<file path="src/hw/rtl/ffpa_ram.sv">
module ffpa_ram #(
   parameter int WIDTH = 8,
   parameter int DEPTH = 16
) (
   input  logic                     clock,
   input  logic                     we,
   input  logic [$clog2(DEPTH)-1:0] waddr,
   input  logic [WIDTH-1:0]         wdata,
   input  logic [$clog2(DEPTH)-1:0] raddr,
   output logic [WIDTH-1:0]         rdata
);

   logic [WIDTH-1:0] mem [DEPTH];

   always_ff @(posedge clock) begin
      if (we) begin
         mem[waddr] <= wdata;
      end
      rdata <= mem[raddr];
   end

endmodule

</file>
<file path="config.mk">
export PLATFORM = sky130hd
export DESIGN_NAME = ffpa_ram
export DESIGN_NICKNAME = d
export VERILOG_FILES = /design/src/hw/rtl/ffpa_ram.sv
export SDC_FILE = /design/constraint.sdc
export NUM_CORES = 1
export LEC_CHECK = 0
export BUFFER_PORTS_ARGS = -buffer_cell sky130_fd_sc_hd__buf_2
export CAP_MARGIN = 20
export CORE_AREA = 2 2 96 98
export CTS_CLUSTER_DIAMETER = 100
export DETAILED_ROUTE_END_ITERATION = 7
export DIE_AREA = 0 0 98 100
export PLACE_DENSITY = 0.79
export SLEW_MARGIN = 5
export SYNTH_ARGS = -nofsm -noshare
export SYNTH_HDL_FRONTEND = slang
export SYNTH_SLANG_ARGS = --single-unit
export TNS_END_PERCENT = 30
</file>
<file path="constraint.sdc">
create_clock -name clock -period 3.7 [get_ports clock]
set_clock_uncertainty 0.15 [all_clocks]
set_input_delay 0.74 -clock clock [delete_from_list [all_inputs] [get_ports clock]]
set_output_delay 0.74 -clock clock [all_outputs]
set_load 0.02 [all_outputs]
</file>
### Yosys cells after proc, flatten, opt, wreduce, memory -nomap -nowiden

Memories as Yosys holds them, arrays and structs flattened. A register that Yosys moved wholly into a read port is not among the register bits.
Cells that the tools add are included.

| word-level totals | value |
|---|---|
| register bits | 0 |
| memory bits (writable) | 128 |
| input bits | 18 |
| output and inout bits | 8 |
| word-level logic and storage cells | 3 |
| memories | 1 |

Memories:

| memory | depth | width | rd ports | clocked after Yosys merged registers in | write ports | line | text |
|---|---|---|---|---|---|---|---|
| mem | 16 | 8 | 1 | 1 | 1 | 13 | `logic [WIDTH-1:0] mem [DEPTH];` |

| operators by class | value |
|---|---|
| muxes and demuxes | 2 |

Operators by type and width:

| operator | number |
|---|---|
| 1-bit two-way mux | 2 |

### Logic depth before layout (Yosys ltp)

Gate-level depths: netlist of the first run.

| logic depth | value |
|---|---|
| depth after elaboration | 2 |
| mapped depth | 5 |
| mapped depth without buffers | 3 |

### Least setup slack after synthesis of the first run

No wires, ideal clock.

| timing path | value |
|---|---|
| path type | input to register |
| from | input waddr[2] |
| to | memory mem[0][0], enable pin |
| setup time | 0.383 ns |
| arrival time | 1.850 ns |
| setup slack | 1.317 ns |
| stages on the path | 2 |
| cell sequence | or3b_2 > nor3_1 |

RTL lines:

| element | line | text |
|---|---|---|
| start, declared | 7 | `input logic [$clog2(DEPTH)-1:0] waddr,` |
| end, declared | 13 |  |

No word-level cell before the write port.

==> results of run 1 <==
kinds of logic (layout without fill, tap and decap cells):
logic type | Yosys count | after routing | share of synthesized area, %
and+or+nand+nor | 35 | 35 | 3.18
DFF | 136 | 136 | 77.8
muxes | 32 | 32 | 15.0
buffers and inverters | 10 | 69 | 1.68
AOI/OAI and AO/OA | 16 | 16 | 2.33
placed cells by master (no fill, tap or decap), drive strengths merged:
master and count:
nor2b 1, nor3 4, clkbuf 22, clkinvlp 2, nor2 13, clkinv 4
or3b 1, buf 37, and2 1, and2b 1, inv 2, mux4 32
nand3 1, nand2b 2, dfxtp 8, edfxtp 128, a22oi 16, nand3b 2
nand2 9, bufinv 2
path summary, 6_finish.rpt:
| path | to | cells after the start | slack [ps] |
|---|---|---|---|
| min reg2reg | rdata[0] | 3 | 530 |
| min | mem[3][4] | 1 | 450 |
| max reg2reg | rdata[1] | 3 | 2080 |
| max | rdata[5] | 5 | 1530 |
routing by layer:
metal / vias to the layer above / GRT usage [%] / part of all wire [%]
li1: 1073 / - / -
met1: 1294 / 30.8 / 39
met2: 163 / 37.0 / 51
met3: 17 / 6.75 / 8.0
met4: 0 / 9.19 / 2.0
met5: - / 0 / 0
synth_stat cells:
cell | number | area share [%]
buf_2 | 3 | 0.29
nor2b_1 | 1 | 0.12
or3b_2 | 1 | 0.17
nand2b_1 | 2 | 0.24
buf_4 | 1 | 0.15
nand2_1 | 9 | 0.66
nor2_1 | 13 | 0.95
dfxtp_1 | 8 | 3.1
nand3b_1 | 2 | 0.29
mux4_2 | 18 | 7.9
mux4_1 | 14 | 7.1
edfxtp_1 | 128 | 75
nor3_1 | 4 | 0.39
and2_1 | 1 | 0.12
nand3_1 | 1 | 0.097
clkdlybuf4s25_2 | 3 | 0.58
and2b_1 | 1 | 0.15
a22oi_1 | 16 | 2.3
buf_6 | 3 | 0.66
worst max-delay path: stages:
cell     delay [ps]
buf_2           450
buf_4           290
mux4_1          600
a22oi_1         240
nand2_1          90
state kept, by name, summed over array words and instances (netlist names):
| name | flops |
|---|---|
| mem | 128 |
| rdata | 8 |
report_power, final:
group,internal (uW),switching (uW),leakage [uW]
logic,65.4,102,0.000533
clock network,997,618,0.000274
registers,1720,11.0,0.00122
stage by stage:
stage	hold WS [ps]	setup WS (ps)	util, %	total power, uW
floorplan	479	1320	-	1860
global placement	499	1010	60.9	1920
detailed placement	513	992	60.9	1930
CTS	438	1520	67.3	3530
global route	438	1400	67.3	3610
finish	453	1530	67.3	3520
final cells by class:
| cell class | instances | area, um2 |
|---|---|---|
| repair buffers | 37 | 215 |
| clock buffers | 22 | 453 |
| flip-flops and latches | 136 | 4000 |
| multi-input cells | 83 | 1060 |
| fillers | 538 | 2900 |
| well taps | 111 | 139 |
| clock inverters | 10 | 119 |
==> reports/results.ini, run 1 <==
[power]
peakVddDrop_v = 0.000351
leakage_uw = 0.00203
p_per_area_nw_per_um2 = 587

[sta]
grt_setup_unrepaired = no
setup_viol = 0
drv_slew = 0
finalHoldViolCount = 0
tightest_slew_ps = 928
fin_crit_sh_pct = 58.6
fin_crit_ps = 2170
fin_tns_setup_ps = 0
slew_headroom_pct = 37.9
max_freq_mhz = 461

[logic_synthesis]
netlist_area_um2 = 5150
synth-seq-area-share_pct = 77.8
synth_cells = 229
ys_seq_elements = 136
yosys_warnings = 0
synth_nets = 247
synth.avg_cell_area_um2 = 22.5
synth_cell_types = 19

[placement]
io_buffers = 25
post_dp_cell_area_um2 = 5420
dp_cells = 367
hpwl_um = 5940
routabilityCongestion = 0.727

[floorplanning]
die_w_um = 98
start_util_pct = 57.9
rows = 35
core_area_um2 = 8890
die_height_um = 100
io_pins = 26
die_area_um2 = 9800

[grt]
grt_antenna_before_repair = 0
grtUsageTotal_pct = 23.2
grt_max_degree = 33
grt_pass1_vias = 2597
grt_pass1_wl_um = 15900
gr-total-overflow = 0

[worst_setup_path]
crit_required_ps = 3940
worst_setup_path_end_kind = flop
critPathLaunchType = input pin
crit_start = raddr[0]
cp.arrival_ps = 2410
worst-setup-path-type = in2reg
path_max_fanout = 19
r2r_start = mem[11][1]

[routing]
drt-total-wl_um = 10500
final_antenna_net_count = 0
dr.pass1.iters = 4
drc = 0
vias_per_cell = 6.38
drtIter0Drc = 288
via_count = 2547
wl_per_cell_um = 26.2

[status]
status = finished, final reports clean

[clock_tree]
clk_latency_ps = 510
ctsResizeCount = 0
cts_hold_buf = 0
path_clk_slew_ps = 60
cts_setup_buffers = 0
cts_made_buffers = 17
clk_path_buf_depth = 2
htreeDepth = 4
clock_sinks = 136
cts_root_buffer = clkbuf_8
cts_tree = done

[final_layout]
final_cells = 399
syn_to_final_growth_pct = 16.3
nNetsFinal = 293
fin_area_um2 = 5990
drive_gt1_share_pct = 29.2
num_antenna_cells = 0

[worst_hold_path]
hp-class = in2reg
holdCritStartpoint = wdata[4]

[flow_run]
max_cap_violations = 0

Power figures use the tool's default switching activity.
==> inputs of run 2 (changes only) <==
Clock period 3.7 ns to 2.2 ns, I/O delays scaled along.
==> reports/results.ini, run 2 (same netlist as run 1, synthesis figures left out) <==
[power]
power_frac_seq_pct = 47.6
p_switching_uw = 1230
power.share.clock_pct = 47.7
power_frac_comb_pct = 4.7
peakVddDrop_v = 0.000811
p_per_area_nw_per_um2 = 996
leakage_uw = 0.00213
switching_share_pct = 20.0
internal_power_uw = 4900
total_power_uw = 6130

[grt]
grt_antenna_before_repair = 0
gr-total-overflow = 0
grt_max_degree = 33
grt_pass1_wl_um = 15300
grtUsageTotal_pct = 22.0
grt_pass1_vias = 2607

[floorplanning]
start_util_pct = 57.9
rows = 35
die_area_um2 = 9800
core_area_um2 = 8890
io_pins = 26
die_w_um = 98
die_height_um = 100

[routing]
wl_per_cell_um = 24.1
vias_per_cell = 6.10
drt-total-wl_um = 9910
drtIter0Drc = 230
drc = 0
via_count = 2507
dr.pass1.iters = 4
final_antenna_net_count = 0

[final_layout]
drive_gt1_share_pct = 33.0
utilization_pct = 69.2
top_register = mem
mostFrequentLayoutCell = edfxtp_1
fin_area_um2 = 6150
largest_register_ffs = 128
reg.largest.list = mem x128, rdata x8
nNetsFinal = 305
syn_to_final_growth_pct = 19.6
layout_common_cells = edfxtp_1 (128), buf_2 (25), buf_4 (22), mux4_2 (18)
num_antenna_cells = 0

[status]
status = finished, final reports clean

[worst_setup_path]
critPathTopFamily = flip-flops
crit_path_max_incr_delay_ps = 330
reg2reg_slack_ps = 670
worst-setup-path-type = reg2out
cp.arrival_ps = 1010
cp_slowest_cell = dfxtp_1
worst_setup_path_end_kind = output port
timing.critical_path.buf_inv = 1
worstPathCellList = buf_2
crit_required_ps = 1610
path_max_fanout = 1
critPathLaunchType = flop

[clock_tree]
htreeDepth = 4
clk_latency_ps = 510
path_clk_slew_ps = 60
cts_hold_buf = 0
clk_path_buf_depth = 2
cts_root_buffer = clkbuf_8
cts_setup_buffers = 0
clock_sinks = 136
ctsResizeCount = 0
cts_made_buffers = 17
cts_tree = done

[sta]
finalHoldViolCount = 0
grt_setup_unrepaired = no
tightest_slew_ps = 430
fin_crit_sh_pct = 72.8
worst_slack_ps = 599
fin_tns_setup_ps = 0
slew_headroom_pct = 71.3
max_freq_mhz = 625
fin_crit_ps = 1600
drv_slew = 0
setup_viol = 0

[placement]
hpwl_um = 5940
post_dp_cell_area_um2 = 5530
io_buffers = 25
pre_cts_slack_ps = 159
routabilityCongestion = 0.733

[flow_run]
max_cap_violations = 0

[worst_hold_path]
hp-class = in2reg

[run 2: area by class of cell]
class | count | area (um2)
Fill cell | 524 | 2740
Timing Repair Buffer | 49 | 330
Tap cell | 111 | 139
Clock buffer | 19 | 432
Clock inverter | 13 | 193
Multi-Input combinational cell | 83 | 1060
Sequential cell | 136 | 4000
[run 2: final timing paths]
kind	endpoint	start	depth (start not counted)
setup / recovery	rdata[7]	rdata[7]	1
hold / removal	mem[9][0]	wdata[0]	1
setup reg to reg	rdata[1]	mem[6][1]	3
hold reg to reg	rdata[7]	mem[6][7]	3
[run 2: power by group through the flow]
stage | Clock [uW] | Sequential, uW | Combinational [uW]
after CTS | 2960 | 2910 | 292
after detailed placement | 0 | 2970 | 287
after global routing | 3070 | 2920 | 311
after floorplan | 0 | 2980 | 147
final | 2930 | 2910 | 289
after global placement | 0 | 2960 | 279
[run 2: worst register-to-register path, cell delays in order, from the launching register on]
cell and delay, ps:
edfxtp_1 380, mux4_1 520, a22oi_1 280, nand2_1 80
[run 2: stage by stage]
| stage | hold slack [ps] | instances |
|---|---|---|
| global route | 150 | 411 |
| finish | 162 | 411 |
| global placement | 497 | 379 |
| CTS | 148 | 411 |
| floorplan | 389 | 229 |
| detailed placement | 510 | 379 |
[run 2: layer usage]
layer	up-vias	part of all wire [%]	track usage [%]
met5	-	0	0
met4	0	1.9	7.05
met3	20	7.0	5.50
met2	108	51	35.9
met1	1286	40	29.9
li1	1093	-	-
==> inputs of run 3 (changes only) <==
Settings changed: ABC_AREA from default to 1, CORE_AREA 2 2 96 98 to 2 2 102 104, DIE_AREA 0 0 98 100 to 0 0 104 106, PLACE_DENSITY 0.79 to 0.78.
Clock period 2.2 ns to 1.5 ns, I/O delays scaled along.
==> reports/results.ini, run 3 <==
[placement]
dp_cells = 716
routabilityCongestion = 0.886
io_buffers = 25
hpwl_um = 7820

[logic_synthesis]
synth-seq-area-share_pct = 69.4
ys_seq_elements = 136
synth.avg_cell_area_um2 = 10.5
netlist_area_um2 = 5770
yosys-top-cells-area = edfxtp_1 (67%), nand2_1 (11%), nand3_1 (8.4%), inv_1 (6.5%), dfxtp_1 (2.8%)
yosys_warnings = 0
synthMostInstantiatedCell = nand2_1
synth_nets = 569
yosysTopAreaCell = edfxtp_1
synth_cell_types = 12
synth_cells = 551
synthTopCellsByCount = nand2_1 (173), edfxtp_1 (128), inv_1 (100)
async_flop_share_pct = 0
synth_edf_count = 128
synth_ff_type = edfxtp_1
synth_top_area_share_pct = 66.7

[worst_setup_path]
crit_start = rdata[4]
cp_slowest_cell = dfxtp_1
crit_required_ps = 1050
crit_end = rdata[4]
worstPathCellList = buf_2
timing.critical_path.buf_inv = 1
worst-setup-path-type = reg2out
critPathLaunchType = flop
crit_path_max_incr_delay_ps = 320
r2r-end = rdata[5]
rr_worst_depth = 6
cp.arrival_ps = 1010
worstSetupPathDepth = 1
reg2reg_slack_ps = 250
critPathTopFamily = flip-flops
worst_setup_path_end_kind = output port
r2r_start = mem[1][5]
path_max_fanout = 1

[floorplanning]
start_util_pct = 57.7
die_height_um = 106
rows = 37
core_area_um2 = 10000
io_pins = 26
die_w_um = 104
die_area_um2 = 11000

[sta]
drv_slew = 0
grt_setup_unrepaired = no
tightest_slew_ps = 401
max_freq_mhz = 686
fin_crit_ps = 1460
fin_crit_sh_pct = 97.2
finalHoldViolCount = 0
setup_viol = 0
fin_tns_setup_ps = 0
slew_headroom_pct = 73.3

[final_layout]
layout_common_cells = nand2_1 (173), edfxtp_1 (128), inv_1 (100), nand3_1 (97)
drive_gt1_share_pct = 13.9
largest_register_ffs = 128
mostFrequentLayoutCell = nand2_1
num_antenna_cells = 0
fillers = 721
top_register = mem
nNetsFinal = 617
syn_to_final_growth_pct = 18.6
final_cells = 748
reg.largest.list = mem x128, rdata x8

[grt]
grt_pass1_vias = 3932
grt_max_degree = 35
grtUsageTotal_pct = 25.3
grt_pass1_wl_um = 20600
gr-total-overflow = 0
grt_antenna_before_repair = 0

[worst_hold_path]
holdPathStages = 1
holdCritStartpoint = wdata[2]
hp-class = in2reg

[routing]
vias_per_cell = 5.38
dr.pass1.iters = 5
wl_per_cell_um = 17.5
drt-total-wl_um = 13100
via_count = 4027
drc = 0
final_antenna_net_count = 0
drtIter0Drc = 382

[clock_tree]
cts_made_buffers = 17
path_clk_slew_ps = 60
clock_sinks = 136
cts_root_buffer = clkbuf_8
clk_path_buf_depth = 2
clk_latency_ps = 520
cts_hold_buf = 0
cts_tree = done
htreeDepth = 4

[power]
p_per_area_nw_per_um2 = 1390
leakage_uw = 0.00301
peakVddDrop_v = 0.00101

[status]
status = finished, final reports clean

[flow_run]
max_cap_violations = 0

## run 3: how the worst min path moves through the flow
stage	endpoint	slack [ps]
after floorplan	mem[0][0]	250
after global placement	rdata[4]	490
after detailed placement	rdata[7]	520
after CTS	mem[7][0]	30
after global routing	mem[7][0]	40
final	mem[7][2]	50
## run 3: kinds of logic (layout without fill, tap and decap cells)
| kind of cell | after synthesis | after routing | share of synthesized area (%) |
|---|---|---|---|
| buffers and inverters | 126 | 187 | 9.52 |
| flip-flops | 136 | 136 | 69.4 |
| AND/OR/NAND/NOR | 289 | 289 | 21.0 |
## run 3: area by class of cell
| cell class | count | area (um2) | share of cell area, % |
|---|---|---|---|
| sequential | 136 | 4000 | 58.5 |
| multi-input combinational | 289 | 1210 | 17.7 |
| clock buffer | 20 | 445 | 6.51 |
| timing repair buffer | 53 | 400 | 5.85 |
| inverter | 102 | 383 | 5.60 |
| clock inverter | 12 | 223 | 3.26 |
| tap | 136 | 170 | 2.49 |
## run 3: where the power goes
group / switching [uW] / leakage [uW] / internal [uW]
Combinational: 400 / 0.00146 / 180
Sequential: 23.2 / 0.00122 / 4250
Clock: 1530 / 0.000323 / 3120
## run 3: stage by stage
stage | utilization [%] | total power [uW] | setup slack (ps) | hold WS [ps] | instance area, um2
3_5_place_dp | 61.7 | 4920 | 19.4 | 520 | 6170
3_3_place_gp | 61.7 | 4900 | 28.2 | 495 | 6170
4_1_cts | 68.4 | 9540 | 10.2 | 29.0 | 6840
2_1_floorplan | - | 4680 | 99.2 | 249 | 5770
5_1_grt | 68.4 | 9750 | 5.45 | 42.4 | 6840
6_report | 68.4 | 9500 | 42.5 | 47.0 | 6840
## run 3: metal layers
metal | track usage (%) | share of wire (%) | up-vias
met5 | 0 | 0 | -
met4 | 12.2 | 3.6 | 0
met3 | 5.09 | 9.1 | 40
met2 | 42.6 | 50 | 230
met1 | 31.7 | 37 | 1888
li1 | - | - | 1869
## run 3: repair_timing
item                                    in CTS  in global routing
endpoints found under the setup margin       0                  1
buffers inserted                             0                  0
gates resized for setup                      0                  1
